### src/design/lpns_pkg.sv
// Shared types and constants for the length-prefixed unit splitter.
package lpns_pkg;

    // Fixed field widths of the streams.
    localparam int unsigned BYTE_W     = 8;
    localparam int unsigned SIZE_W     = 3;
    localparam int unsigned LEN_W      = 32;
    localparam int unsigned CONSUMED_W = 24;
    localparam int unsigned S_TDATA_W  = 8;
    localparam int unsigned M_TDATA_W  = 40;
    localparam int unsigned M_TUSER_W  = 4;

    // Queue between the parser and the output stage.
    localparam int unsigned QUEUE_DEPTH = 2;
    localparam int unsigned QPTR_W      = $clog2(QUEUE_DEPTH);
    localparam int unsigned QCNT_W      = $clog2(QUEUE_DEPTH + 1);

    // Prefix sizes with a defined length.
    localparam logic [SIZE_W-1:0] SIZE_ONE  = 3'd1;
    localparam logic [SIZE_W-1:0] SIZE_TWO  = 3'd2;
    localparam logic [SIZE_W-1:0] SIZE_FOUR = 3'd4;
    localparam logic [SIZE_W-1:0] SIZE_RESET = SIZE_FOUR;

    // Buffer status reported on the final byte.
    typedef enum logic [1:0] {
        ST_OK            = 2'd0,
        ST_TRUNC_PREFIX  = 2'd1,
        ST_TRUNC_PAYLOAD = 2'd2
    } status_t;

    // One result record as it travels through the queue.
    typedef struct packed {
        logic [BYTE_W-1:0]     unit_byte;
        logic                  byte_valid;
        logic                  unit_start;
        logic                  unit_end;
        logic                  empty_unit;
        logic                  done_res;
        status_t               status;
        logic [CONSUMED_W-1:0] consumed_bytes;
    } result_t;

    // Queue control between the back stage and the queue.
    typedef struct packed {
        logic    empty;
        result_t head;
    } queue_head_t;

endpackage

### src/design/lpns_front.sv
// Parser front end: accepts bytes, tracks prefix and payload state, builds result records.
module lpns_front #(
    parameter int unsigned COUNT_WIDTH = 24
) (
    input  logic                                 aclk,
    input  logic                                 aresetn,
    input  logic                                 cfg_wr_en,
    input  logic [lpns_pkg::SIZE_W-1:0]          cfg_wr_data,
    input  logic                                 s_tvalid,
    output logic                                 s_tready,
    input  logic [lpns_pkg::S_TDATA_W-1:0]       s_tdata,
    input  logic                                 s_tlast,
    input  logic                                 q_full,
    output logic                                 q_push,
    output lpns_pkg::result_t                    q_push_rec
);

    localparam logic [COUNT_WIDTH-1:0] TOTAL_MAX = {COUNT_WIDTH{1'b1}};

    logic [lpns_pkg::SIZE_W-1:0] length_field_bytes_reg;
    logic [lpns_pkg::SIZE_W-1:0] prefix_bytes_seen_reg, prefix_bytes_seen_next;
    logic [lpns_pkg::LEN_W-1:0]  length_accumulator_reg, length_accumulator_next;
    logic [lpns_pkg::LEN_W-1:0]  bytes_remaining_reg, bytes_remaining_next;
    logic                        in_payload_reg, in_payload_next;
    logic [COUNT_WIDTH-1:0]      byte_total_reg, byte_total_next;

    logic                        accept;
    logic                        emit;
    logic [lpns_pkg::SIZE_W-1:0] need;
    logic [lpns_pkg::LEN_W-1:0]  acc_shifted;
    logic [lpns_pkg::LEN_W-1:0]  announced_len;
    logic [lpns_pkg::SIZE_W-1:0] seen_inc;
    logic [31:0]                 total_wide;
    lpns_pkg::result_t           rec;

    assign s_tready = !q_full;
    assign accept   = s_tvalid && s_tready;
    assign q_push   = accept && emit;
    assign q_push_rec = rec;

    // A size of zero still takes one prefix byte.
    assign need = (length_field_bytes_reg == '0) ? lpns_pkg::SIZE_W'(1) : length_field_bytes_reg;
    assign acc_shifted = {length_accumulator_reg[lpns_pkg::LEN_W-lpns_pkg::BYTE_W-1:0], s_tdata};
    assign seen_inc = prefix_bytes_seen_reg + lpns_pkg::SIZE_W'(1);

    // Only the prefix sizes one, two and four announce a length.
    always_comb begin
        unique case (length_field_bytes_reg)
            lpns_pkg::SIZE_ONE:  announced_len = {24'd0, acc_shifted[7:0]};
            lpns_pkg::SIZE_TWO:  announced_len = {16'd0, acc_shifted[15:0]};
            lpns_pkg::SIZE_FOUR: announced_len = acc_shifted;
            default:             announced_len = '0;
        endcase
    end

    // Next state and result record for the byte on the input.
    always_comb begin
        prefix_bytes_seen_next  = prefix_bytes_seen_reg;
        length_accumulator_next = length_accumulator_reg;
        bytes_remaining_next    = bytes_remaining_reg;
        in_payload_next         = in_payload_reg;
        emit                    = 1'b0;
        rec                     = '0;

        if (in_payload_reg) begin
            rec.unit_byte  = s_tdata;
            rec.byte_valid = 1'b1;
            rec.unit_start = (bytes_remaining_reg == length_accumulator_reg);
            bytes_remaining_next = bytes_remaining_reg - lpns_pkg::LEN_W'(1);
            if (bytes_remaining_reg == lpns_pkg::LEN_W'(1)) begin
                rec.unit_end            = 1'b1;
                in_payload_next         = 1'b0;
                length_accumulator_next = '0;
            end
            emit = 1'b1;
        end else begin
            length_accumulator_next = acc_shifted;
            prefix_bytes_seen_next  = seen_inc;
            if (seen_inc >= need) begin
                prefix_bytes_seen_next = '0;
                if (announced_len == '0) begin
                    rec.empty_unit          = 1'b1;
                    length_accumulator_next = '0;
                    emit                    = 1'b1;
                end else begin
                    in_payload_next         = 1'b1;
                    bytes_remaining_next    = announced_len;
                    length_accumulator_next = announced_len;
                end
            end
        end

        // Saturating byte count for the buffer.
        if (byte_total_reg != TOTAL_MAX) begin
            byte_total_next = byte_total_reg + COUNT_WIDTH'(1);
        end else begin
            byte_total_next = byte_total_reg;
        end
        total_wide = 32'(byte_total_next);

        // The final byte reports status and clears the buffer state.
        if (s_tlast) begin
            rec.done_res = 1'b1;
            if (in_payload_next) begin
                rec.status = lpns_pkg::ST_TRUNC_PAYLOAD;
            end else if (prefix_bytes_seen_next != '0) begin
                rec.status = lpns_pkg::ST_TRUNC_PREFIX;
            end else begin
                rec.status         = lpns_pkg::ST_OK;
                rec.consumed_bytes = total_wide[lpns_pkg::CONSUMED_W-1:0];
            end
            prefix_bytes_seen_next  = '0;
            length_accumulator_next = '0;
            bytes_remaining_next    = '0;
            in_payload_next         = 1'b0;
            byte_total_next         = '0;
            emit                    = 1'b1;
        end
    end

    // Configuration and parser state.
    always_ff @(posedge aclk) begin
        if (!aresetn) begin
            length_field_bytes_reg <= lpns_pkg::SIZE_RESET;
            prefix_bytes_seen_reg  <= '0;
            length_accumulator_reg <= '0;
            bytes_remaining_reg    <= '0;
            in_payload_reg         <= 1'b0;
            byte_total_reg         <= '0;
        end else begin
            if (cfg_wr_en) begin
                length_field_bytes_reg <= cfg_wr_data;
            end
            if (accept) begin
                prefix_bytes_seen_reg  <= prefix_bytes_seen_next;
                length_accumulator_reg <= length_accumulator_next;
                bytes_remaining_reg    <= bytes_remaining_next;
                in_payload_reg         <= in_payload_next;
                byte_total_reg         <= byte_total_next;
            end
        end
    end

    // Inside a payload there is always at least one byte to come.
    assert property (@(posedge aclk) disable iff (!aresetn)
        in_payload_reg |-> bytes_remaining_reg != '0)
        else $error("payload state with no bytes remaining");

    // No prefix bytes are pending while a payload runs.
    assert property (@(posedge aclk) disable iff (!aresetn)
        in_payload_reg |-> prefix_bytes_seen_reg == '0)
        else $error("prefix count nonzero inside a payload");

    // The final byte of a buffer leaves the parser cleared.
    assert property (@(posedge aclk) disable iff (!aresetn)
        (accept && s_tlast) |=> (!in_payload_reg && prefix_bytes_seen_reg == '0
                                 && byte_total_reg == '0))
        else $error("buffer state not cleared after the final byte");

endmodule

### src/design/lpns_queue.sv
// Short register queue of result records between the parser and the output stage.
module lpns_queue (
    input  logic                  aclk,
    input  logic                  aresetn,
    input  logic                  push,
    input  lpns_pkg::result_t     push_rec,
    output logic                  full,
    input  logic                  pop,
    output lpns_pkg::queue_head_t head
);

    lpns_pkg::result_t                entries_reg [lpns_pkg::QUEUE_DEPTH];
    logic [lpns_pkg::QPTR_W-1:0]      wr_ptr_reg, rd_ptr_reg;
    logic [lpns_pkg::QCNT_W-1:0]      count_reg;
    logic                             do_push, do_pop;

    assign full       = (count_reg == lpns_pkg::QCNT_W'(lpns_pkg::QUEUE_DEPTH));
    assign head.empty = (count_reg == '0);
    assign head.head  = entries_reg[rd_ptr_reg];
    assign do_push    = push && !full;
    assign do_pop     = pop && !head.empty;

    // Entry storage carries payload only.
    always_ff @(posedge aclk) begin
        if (do_push) begin
            entries_reg[wr_ptr_reg] <= push_rec;
        end
    end

    // Pointers and fill count.
    always_ff @(posedge aclk) begin
        if (!aresetn) begin
            wr_ptr_reg <= '0;
            rd_ptr_reg <= '0;
            count_reg  <= '0;
        end else begin
            if (do_push) begin
                wr_ptr_reg <= wr_ptr_reg + lpns_pkg::QPTR_W'(1);
            end
            if (do_pop) begin
                rd_ptr_reg <= rd_ptr_reg + lpns_pkg::QPTR_W'(1);
            end
            if (do_push && !do_pop) begin
                count_reg <= count_reg + lpns_pkg::QCNT_W'(1);
            end else if (do_pop && !do_push) begin
                count_reg <= count_reg - lpns_pkg::QCNT_W'(1);
            end
        end
    end

    // A request offered to a full queue would be lost.
    assert property (@(posedge aclk) disable iff (!aresetn)
        push |-> !full)
        else $error("push into a full queue");

endmodule

### src/design/lpns_back.sv
// Output stage: pops result records into the registered master stream.
module lpns_back (
    input  logic                                aclk,
    input  logic                                aresetn,
    input  lpns_pkg::queue_head_t               head,
    output logic                                pop,
    output logic                                m_tvalid,
    input  logic                                m_tready,
    output logic [lpns_pkg::M_TDATA_W-1:0]      m_tdata,
    output logic [lpns_pkg::M_TUSER_W-1:0]      m_tuser,
    output logic                                m_tlast
);

    localparam int unsigned PAD_W = lpns_pkg::M_TDATA_W - lpns_pkg::BYTE_W - 2
                                    - lpns_pkg::CONSUMED_W;

    logic              m_tvalid_reg;
    lpns_pkg::result_t out_rec_reg;

    // Load the output register when it is empty or being drained.
    assign pop = !head.empty && (!m_tvalid_reg || m_tready);

    always_ff @(posedge aclk) begin
        if (!aresetn) begin
            m_tvalid_reg <= 1'b0;
        end else if (!m_tvalid_reg || m_tready) begin
            m_tvalid_reg <= !head.empty;
        end
    end

    always_ff @(posedge aclk) begin
        if (pop) begin
            out_rec_reg <= head.head;
        end
    end

    // Pack the record onto the stream fields.
    assign m_tvalid = m_tvalid_reg;
    assign m_tdata  = {{PAD_W{1'b0}}, out_rec_reg.consumed_bytes, out_rec_reg.status,
                       out_rec_reg.unit_byte};
    assign m_tuser  = {out_rec_reg.empty_unit, out_rec_reg.unit_end, out_rec_reg.unit_start,
                       out_rec_reg.byte_valid};
    assign m_tlast  = out_rec_reg.done_res;

endmodule

### src/design/length_prefixed_nalu_splitter.sv
// Top level of the length-prefixed unit splitter.
//
//   Channel   Direction  Beat contents
//   s_        in         one buffer byte; tlast on the final byte
//   m_        out        payload byte or empty-unit mark; tlast carries status and total
//   cfg_      in         prefix size in bytes (1, 2 or 4)
//
// One byte is taken per cycle while s_tready is high; the parser's counters are registered.
// A result reaches m_ through the queue entry, written at the accepting edge, and the
// output register, loaded from the queue head when it is empty or being drained.
// Synchronous active-low reset sets the prefix size to four and clears all buffer state.
// A two-entry queue decouples the parser from m_tready; s_tready drops only when it is full.
module length_prefixed_nalu_splitter #(
    parameter int unsigned COUNT_WIDTH = 24
) (
    input  logic                               aclk,
    input  logic                               aresetn,
    input  logic                               cfg_wr_en,
    input  logic [lpns_pkg::SIZE_W-1:0]        cfg_wr_data,   // length_field_bytes
    input  logic                               s_tvalid,
    output logic                               s_tready,
    input  logic [lpns_pkg::S_TDATA_W-1:0]     s_tdata,       // [7:0] data_byte
    input  logic                               s_tlast,       // last_byte
    output logic                               m_tvalid,
    input  logic                               m_tready,
    // [7:0] unit_byte, [9:8] status, [33:10] consumed_bytes, [39:34] zero
    output logic [lpns_pkg::M_TDATA_W-1:0]     m_tdata,
    // [0] byte_valid, [1] unit_start, [2] unit_end, [3] empty_unit
    output logic [lpns_pkg::M_TUSER_W-1:0]     m_tuser,
    output logic                               m_tlast        // done_res
);

    logic                  q_full;
    logic                  q_push;
    logic                  q_pop;
    lpns_pkg::result_t     q_push_rec;
    lpns_pkg::queue_head_t q_head;

    // Parser front end.
    lpns_front #(
        .COUNT_WIDTH(COUNT_WIDTH)
    ) u_front (
        .aclk       (aclk),
        .aresetn    (aresetn),
        .cfg_wr_en  (cfg_wr_en),
        .cfg_wr_data(cfg_wr_data),
        .s_tvalid   (s_tvalid),
        .s_tready   (s_tready),
        .s_tdata    (s_tdata),
        .s_tlast    (s_tlast),
        .q_full     (q_full),
        .q_push     (q_push),
        .q_push_rec (q_push_rec)
    );

    // Result queue.
    lpns_queue u_queue (
        .aclk    (aclk),
        .aresetn (aresetn),
        .push    (q_push),
        .push_rec(q_push_rec),
        .full    (q_full),
        .pop     (q_pop),
        .head    (q_head)
    );

    // Output stage.
    lpns_back u_back (
        .aclk    (aclk),
        .aresetn (aresetn),
        .head    (q_head),
        .pop     (q_pop),
        .m_tvalid(m_tvalid),
        .m_tready(m_tready),
        .m_tdata (m_tdata),
        .m_tuser (m_tuser),
        .m_tlast (m_tlast)
    );

endmodule
### config.mk
export PLATFORM = sky130hd
export DESIGN_NAME = length_prefixed_nalu_splitter
export DESIGN_NICKNAME = d
export VERILOG_FILES = /design/src/design/lpns_pkg.sv /design/src/design/lpns_front.sv /design/src/design/lpns_queue.sv /design/src/design/lpns_back.sv /design/src/design/length_prefixed_nalu_splitter.sv
export SDC_FILE = /design/constraint.sdc
export NUM_CORES = 1
export LEC_CHECK = 0
export BUFFER_PORTS_ARGS = -buffer_cell sky130_fd_sc_hd__buf_2
export CORE_ASPECT_RATIO = 2
export CORE_MARGIN = 2
export CORE_UTILIZATION = 35
export DETAILED_ROUTE_END_ITERATION = 7
export GPL_ROUTABILITY_DRIVEN = 0
export GPL_TIMING_DRIVEN = 0
export SETUP_SLACK_MARGIN = 0.02
export SLEW_MARGIN = 20
export SYNTH_ARGS = -nofsm -noshare
export SYNTH_HDL_FRONTEND = slang
export SYNTH_HIERARCHICAL = 1
export SYNTH_SLANG_ARGS = --single-unit
### constraint.sdc
create_clock -name aclk -period 5.4 [get_ports aclk]
set_input_delay 0.54 -clock aclk [delete_from_list [all_inputs] [get_ports aclk]]
set_output_delay 0.54 -clock aclk [all_outputs]
set_load 0.01 [all_outputs]
Word-level counts from Yosys, hierarchy flattened
Memory sizes are Yosys's and may differ from the RTL's. A register that Yosys moved wholly into a read port is not among the register bits.
Cells that the tools add are included.
{ "totals": {"ff_bits": 100, "n_memories": 1, "word_cells": 86, "out_inout_bits": 47, "in_bits": 17, "mem_bits_rw": 78} }
{ "op_classes": {"n_eq_ne": 9, "addsub": 7, "n_lt_le_gt_ge": 1, "muxes": 37, "reduce_logical": 21} }
{ "mem_list": {"columns": ["memory", "depth", "width", "read_ports", "rd_clocked_by_memory_dff", "wr", "line", "source"], "rows": [
  ["u_queue.entries_reg", 2, 39, 1, 1, 1, "lpns_queue.sv:12", "lpns_pkg::result_t entries_reg [lpns_pkg::QUEUE_DEPTH];"]
]} }
{ "ops": {"columns": ["cell", "n"], "rows": [
  ["$mux W32", 9],
  ["$mux W24", 4],
  ["$pmux W32 S3", 1],
  ["$eq A32 B1 Y1 const B", 1],
  ["$eq A32 B32 Y1", 1],
  ["$logic_not A32 Y1", 1],
  ["$sub A32 B1 Y32 const B", 1],
  ["$mux W27", 1],
  ["$add A24 B1 Y24 const B", 1],
  ["$ne A24 B24 Y1 const B", 1],
  ["$mux W1", 14],
  ["$mux W3", 4],
  ["$mux W11", 1],
  ["$logic_and A1 B1 Y1", 7],
  ["$mux W2", 3],
  ["$reduce_bool A3 Y1", 2],
  ["$logic_not A1 Y1", 5],
  ["$add A3 B1 Y3 const B", 1],
  ["$eq A3 B1 Y1 const B", 1],
  ["$eq A3 B2 Y1 const B", 1],
  ["$eq A3 B3 Y1 const B", 1],
  ["$ge A3 B3 Y1", 1],
  ["$logic_not A3 Y1", 1],
  ["$ne A3 B2 Y1 const B", 1],
  ["10 further kinds", 11]
]} }

Depth between registers and ports, before layout
Gate-level depths: netlist of run 1.
{ "depth": {"depth_word": 13, "mapped_depth": 14, "mapped_depth_nobuf": 13} }

Modules after synthesis
The synthesis of run 1 kept the hierarchy.
{ "by_module_without_submodules": {"columns": ["mod", "area_each_um2", "cells_each", "n_inst", "seq_area_each_um2"], "rows": [
  ["lpns_front", 5903.2, 741, 1, 1901.8],
  ["lpns_queue", 3041.7, 146, 1, 2442.3],
  ["lpns_back", 1263.7, 50, 1, 1191.1]
]} }

Least setup slack after synthesis of run 1
No wires, ideal clock.
{ "synth_path": {"path_type": "input to register", "from": "input port s_tdata[0] (netlist bit)", "to": "memory u_queue/entries_reg[0][0] (netlist bit), enable pin", "stages": 7, "t_arrival_ps": 3407, "setup_slack_ps": 1563, "path_buffers": 0, "setup_ps": 430, "required_time_ps": 4970, "cell_sequence": "nor4_1 > nand2_1 > a221oi_1 > nand2_1 > a21oi_1 > inv_1 > nor3_2"} }
{ "synth_via": {"elab_chain_cells": 10} }
{ "synth_lines": {"columns": ["item", "line", "source"], "rows": [
  ["from (decl)", "length_prefixed_nalu_splitter.sv:22", "input logic [lpns_pkg::S_TDATA_W-1:0] s_tdata,"],
  ["$pmux W32 S3", "lpns_front.sv:48", "unique case (length_field_bytes_reg)"],
  ["$logic_not A32 Y1", "lpns_front.sv:81", "if (announced_len == '0) begin"],
  ["$mux W1", "lpns_front.sv:81", null],
  ["$mux W1", "lpns_front.sv:79", "if (seen_inc >= need) begin"],
  ["$mux W1", "lpns_front.sv:65", "if (in_payload_reg) begin"],
  ["$mux W1", "lpns_front.sv:102", "if (s_tlast) begin"],
  ["$logic_and A1 B1 Y1", "lpns_front.sv:38", "assign q_push = accept && emit;"],
  ["net q_push", "length_prefixed_nalu_splitter.sv:34", "logic q_push;"],
  ["$logic_and A1 B1 Y1", "lpns_queue.sv:20", "assign do_push = push && !full;"],
  ["$mux W1", "lpns_queue.sv:25", "if (do_push) begin"],
  ["$mux W1 (not written as such)", "lpns_queue.sv:26", "entries_reg[wr_ptr_reg] <= push_rec;"],
  ["to (decl)", "lpns_queue.sv:12", null]
]} }
The timed path passes the listed nets, and every way through them passes these cells.

Worst setup path in the final report of run 1
{ "layout_path": {"from": "register u_front/length_accumulator_reg[7] (netlist bit)", "to": "memory u_queue/entries_reg[0][34] (netlist bit), enable pin"} }
{ "layout_via": {"elab_chain_cells": 10} }
{ "layout_lines": {"columns": ["item", "line", "source"], "rows": [
  ["from (decl)", "lpns_front.sv:22", "logic [lpns_pkg::LEN_W-1:0] length_accumulator_reg, length_accumulator_next;"],
  ["from (signal assigned)", "lpns_front.sv:136", "length_accumulator_reg <= length_accumulator_next;"],
  ["$pmux W32 S3", "lpns_front.sv:48", null],
  ["$logic_not A32 Y1", "lpns_front.sv:81", null],
  ["$mux W1", "lpns_front.sv:81", null],
  ["$mux W1", "lpns_front.sv:79", null],
  ["$mux W1", "lpns_front.sv:65", null],
  ["$mux W1", "lpns_front.sv:102", null],
  ["$logic_and A1 B1 Y1", "lpns_front.sv:38", null],
  ["net q_push", "length_prefixed_nalu_splitter.sv:34", null],
  ["$logic_and A1 B1 Y1", "lpns_queue.sv:20", null],
  ["$mux W1", "lpns_queue.sv:25", null],
  ["$mux W1 (not written as such)", "lpns_queue.sv:26", null]
]} }
The timed path passes the listed nets, and every way through them passes these cells.

==> run summary, run 1 <==
status -> finished, violations left
violated checks -> design-rule violations
Total Nets Final -> 1049
Congestion Overflow GR -> 0
sequential fraction of the synthesis area -> 0.542
Post-synth EDFFs -> 117
minimum clock period -> 4.29 ns
first-pass GRT wire length -> 46000 microns
io pins -> 64
Synth Warn # -> 6
maxcap violations -> 0
cts repair resizes -> 0
share of layout cells above drive strength 1 -> 0.172
FF+latch count, synth -> 218
Avg Inst Size Synth -> 10.9 sq um
critical path launch point type -> flop
pre-CTS setup slack -> 1.37 ns
worst-path fanout max -> 15
Synth cell types -> 68
dpl hpwl -> 22600 microns
Max-slew headroom -> 0.217
Fmax -> 0.233 GHz
final setup violation count -> 0
worst setup margin -> 1.11 ns
TritonCTS clock tree -> yes
Die Span X -> 125 microns
cells taking the most area after synthesis -> edfxtp_1, dfxtp_1, mux2_2
Port-buffer cells -> 56
H-Tree Depth -> 1
ys flop type -> edfxtp_1
Cells after Synth -> 937
initial core utilization -> 0.355
r2r endpoint -> u_queue/entries_reg[0][34]
final slew viol count -> 0
Final Core Density -> 0.408
Non-Filler Instances -> 1398
Critical Path RT -> 5.62 ns
Synth top area share -> 0.344
number of global-route vias before repair -> 7818
skew final -> 0.0150 ns
Post-CTS Setup Inserts -> 0
final hold slack -> 0.207 ns
worst-skew pair later-pin latency -> 0.52 ns
fill count -> 2747
final WL -> 30200 microns
hold depth -> 1
FF-to-FF Start -> u_front/length_accumulator_reg[7]
TritonCTS buffer count -> 20
slew at the pin closest to its max-slew limit -> 1.14 ns
antenna cells -> 0
via-per-instance ratio -> 5.68
first-pass iteration count of the detailed router -> 8
worst setup path startpoint -> u_front/length_accumulator_reg[7]
Post-CTS Hold Buffers -> 0
Synth area leader -> edfxtp_1
area of the multi-input gates -> 4290 sq um
clock-pin slew on the worst setup and hold paths -> 0.07 ns
clock net sink count -> 218
standard-cell rows -> 88
Core ar. -> 28700 sq um
setup_tns -> 0 ns
Reg2Reg Depth -> 9
Tcrit/Tclk final -> 0.795
CP endpoint kind -> flop
Post-route DRC -> 3
pwr dens -> 401 nW/um^2
initial antenna violation count -> 0
FF-to-FF setup slack -> 1.11 ns
ys async rst share -> 0
Root Buffer Master -> clkbuf_16
largest vdd supply drop -> 0.183 mV
detailed-route via count -> 7936
DIE HEIGHT -> 246 microns
area delta synth->final -> 14.9%
gr usage total -> 0.195
crit path kind -> flop to flop
crit path DAT -> 4.52 ns
Storage cell area -> 5540 sq um
Hold Startpoint -> s_tlast
Post-Syn Area -> 10200 sq um
type of the most critical hold path -> primary input to flop
Leak Pwr -> 4.19 nW
most frequent cells after synthesis -> edfxtp_1, dfxtp_1, nor2_1, a21oi_1, nand2_1
Hold Vio Cnt, Final -> 0
initial DRC count -> 573
clock buffer depth -> 3
largest net degree at the start of global routing -> 31
WHS Endpoint -> u_queue/entries_reg[0][26]
placed cell count -> 1362
count leader, synth -> edfxtp_1
DR WL/cell -> 21.6 microns
unrepaired setup endpoints after global routing -> no
Routed Antenna Nets -> 0
Die Area -> 30600 sq um
max reg flops -> 78
-- cells by family after synthesis --
logic type | share of synthesized area
and+or+nand+nor | 0.153
AOI/OAI and AO/OA | 0.151
DFF | 0.542
buffers and inverters | 0.0404
xor gates and xnor gates | 0.0566
muxes | 0.0460
adders and majority gates | 0.00981
other | 0.000367
-- cell type report --
type                    instances  share of cell area
flip-flops and latches        218               0.472
clock inverters                14              0.0137
multi-input cells             639               0.366
repair buffers                 60              0.0299
clock buffers                  22              0.0450
inverters                      17             0.00544
well taps                     360              0.0384
plain buffers                  68              0.0298
-- cells in the final DEF (no fill, tap or decap), types with 6 or more instances in the layout --
| cell type | count |
|---|---|
| xnor2_1 | 33 |
| buf_2 | 65 |
| edfxtp_1 | 117 |
| conb_1 | 6 |
| inv_1 | 15 |
| a22o_1 | 41 |
| a21oi_1 | 61 |
| a21o_1 | 7 |
| a211oi_1 | 9 |
| nand2_1 | 49 |
| o21ai_0 | 41 |
| dfxtp_1 | 101 |
| and2_1 | 16 |
| a22oi_1 | 6 |
| a32o_1 | 9 |
| nand3_1 | 22 |
| nand4_1 | 17 |
| nor4_1 | 18 |
| xor2_1 | 33 |
| nor3_1 | 25 |
| nor2_1 | 81 |
| or3_1 | 13 |
| buf_4 | 8 |
| a31oi_1 | 7 |
| buf_6 | 7 |
| or4_1 | 7 |
| clkbuf_16 | 20 |
| mux2_2 | 39 |
| a221oi_1 | 9 |
| clkbuf_1 | 42 |
| ha_1 | 8 |
| and3_1 | 9 |
-- how the worst max path moves through the flow --
stage	to	slack, ns
2_1_floorplan	u_queue/entries_reg[0][0]	1.56
3_3_place_gp	u_queue/entries_reg[0][35]	-0.09
3_5_place_dp	u_queue/entries_reg[0][35]	1.37
4_1_cts	u_queue/entries_reg[0][34]	1.57
5_1_grt	u_queue/entries_reg[0][34]	1.10
6_report	u_queue/entries_reg[0][34]	1.11
-- power breakdown --
part / switching, mW / internal (mW)
registers: 0.0955 / 2.02
logic: 0.705 / 0.412
clock network: 0.654 / 0.821
total: 1.46 / 3.25
-- metal layers --
metal  wire length, microns  global-route usage  share of wire
met1                   9510               0.178           0.31
met2                  16300               0.373           0.54
met3                   1520              0.0279          0.050
met4                   2880               0.165          0.095
met5                      0                   0              0
-- critical path, stage by stage, from the launching register on --
cell      delay (ns)
dfxtp_1         0.40
nor4_1          0.91
a211oi_1        0.22
a221oi_1        0.59
nand2_1         0.27
a21oi_1         0.41
inv_1           0.15
nor3_4          0.57
buf_8           0.25
buf_8           0.18
-- per-stage QoR --
stage	power (mW)	cell area, sq um
after floorplan	2.85	10200
after global placement	3.23	11000
after detailed placement	3.27	11000
after CTS	4.74	11700
after global routing	4.91	11700
final	4.71	11700
No activity file was read; power rests on OpenSTA's default activity.
==> run 2, diff against run 1 <==
- clock period: 5.4 -> 3.49 ns (I/O delays scaled with it)
==> run 2 against run 1 <==
Against the previous run:
- the flow now finishes without violations
- total power is 54% higher
- critical path depth is 1 higher
- flip-flop and latch count stayed put
- critical path type unchanged
==> run summary, run 2 (synthesized netlist as in run 1, its figures left out) <==
status -> finished clean
worst setup path startpoint -> u_front/length_accumulator_reg[3]
Post-CTS Hold Buffers -> 0
io pins -> 64
Root Buffer Master -> clkbuf_16
clock share of power -> 0.308
crit path kind -> flop to flop
final WL -> 30300 microns
DR WL/cell -> 21.6 microns
FF-to-FF Start -> u_front/length_accumulator_reg[3]
Seq pwr share -> 0.450
slew at the pin closest to its max-slew limit -> 1.19 ns
most frequent cells in the layout -> edfxtp_1, dfxtp_1, nor2_1
TritonCTS buffer count -> 20
critical path launch point type -> flop
crit path DAT -> 3.83 ns
worst setup margin -> 0.103 ns
maxcap violations -> 0
final slew viol count -> 0
initial antenna violation count -> 0
via-per-instance ratio -> 5.79
worst-skew pair later-pin latency -> 0.51 ns
initial DRC count -> 663
Leak Pwr -> 4.18 nW
fill count -> 2762
TritonCTS clock tree -> yes
Post-route DRC -> 0
unrepaired setup endpoints after global routing -> no
number of global-route vias before repair -> 8018
Die Area -> 30600 sq um
Die Span X -> 125 microns
fin area -> 11700 sq um
detailed-route via count -> 8093
Tcrit/Tclk final -> 0.970
Hold Vio Cnt, Final -> 0
H-Tree Depth -> 1
placed cell count -> 1362
area of the multi-input gates -> 4300 sq um
antenna cells -> 0
Max-slew headroom -> 0.201
dpl hpwl -> 22400 microns
Core ar. -> 28700 sq um
Hold Startpoint -> s_tlast
clock-pin slew on the worst setup and hold paths -> 0.07 ns
type of the most critical hold path -> primary input to flop
final setup violation count -> 0
standard-cell rows -> 88
pwr dens -> 619 nW/um^2
Total Nets Final -> 1050
Congestion Overflow GR -> 0
Non-Filler Instances -> 1398
Routed Antenna Nets -> 0
Storage cell area -> 5540 sq um
Critical Path RT -> 3.93 ns
worst-path fanout max -> 6
Comb pwr share -> 0.241
max reg flops -> 78
net switching power figure -> 2.23 mW
largest vdd supply drop -> 0.305 mV
clock net sink count -> 218
minimum clock period -> 3.39 ns
Port-buffer cells -> 56
post-place instance area -> 11000 sq um
area delta synth->final -> 14.9%
initial core utilization -> 0.355
Sw Share -> 0.307
first-pass GRT wire length -> 45700 microns
DIE HEIGHT -> 246 microns
share of layout cells above drive strength 1 -> 0.170
cell internal pwr -> 5.03 mW
gr usage total -> 0.192
skew final -> 0.0145 ns
clock buffer depth -> 3
Fmax -> 0.295 GHz
first-pass iteration count of the detailed router -> 5
largest net degree at the start of global routing -> 31
commonest non-fill, non-tap cell in the layout -> edfxtp_1
CP endpoint kind -> flop
pre-CTS setup slack -> -0.408 ns
[run 2: final timing paths]
path / endpoint / slack (ns) / cells past startpoint
worst max-delay path: u_queue/count_reg[1] / 0.10 / 10
worst min-delay path: u_queue/entries_reg[1][26] / 0.02 / 1
worst max register to register: u_queue/count_reg[1] / 0.10 / 10
worst min register to register: u_front/byte_total_reg[11] / 0.49 / 2
[run 2: power groups by stage]
stage	Sequential [mW]	Clock [mW]	Combinational, mW
final	3.27	2.24	1.75
after global routing	3.30	2.38	1.89
after CTS	3.28	2.29	1.75
after detailed placement	3.33	0	1.74
after global placement	3.34	0	1.65
after floorplan	3.40	0	1.02
[run 2: per-layer routing]
layer / up-vias / part of all wire / track usage
li1: 3661 / - / -
met1: 3890 / 0.31 / 0.174
met2: 391 / 0.55 / 0.382
met5: - / 0 / 0
met4: 0 / 0.091 / 0.144
met3: 151 / 0.048 / 0.0207
[run 2: per-stage QoR]
stage	utilization	total power [mW]	hold WS (ns)	setup TNS [ns]
after floorplan	-	4.41	0.454	0
after global placement	0.382	4.99	0.461	-73.28
after detailed placement	0.384	5.07	0.470	-9.22
after CTS	0.408	7.32	0.00685	0
after global routing	0.408	7.57	0.0162	0
final	0.408	7.26	0.0231	0
[run 2: layout make-up]
class                   instances  share of cell area
flip-flops and latches        218               0.472
multi-input cells             639               0.367
clock buffers                  25              0.0461
well taps                     360              0.0384
repair buffers                 61              0.0305
plain buffers                  68              0.0298
clock inverters                10              0.0109
inverters                      17             0.00544
[run 2: timing repair]
action                                  in CTS  in global routing
gates resized for setup                      1                  0
buffers inserted                             1                  0
endpoints found under the setup margin      40                  0
hold endpoints to repair                     0                  0
[run 2: critical path: stages, from the launching register on]
cell	delay, ns
dfxtp_1	0.39
nor4_1	0.67
a211oi_1	0.23
a221oi_2	0.41
nand2_1	0.19
a21oi_1	0.38
inv_1	0.15
nor2_1	0.15
ha_1	0.27
or3_1	0.35
a21boi_1	0.14
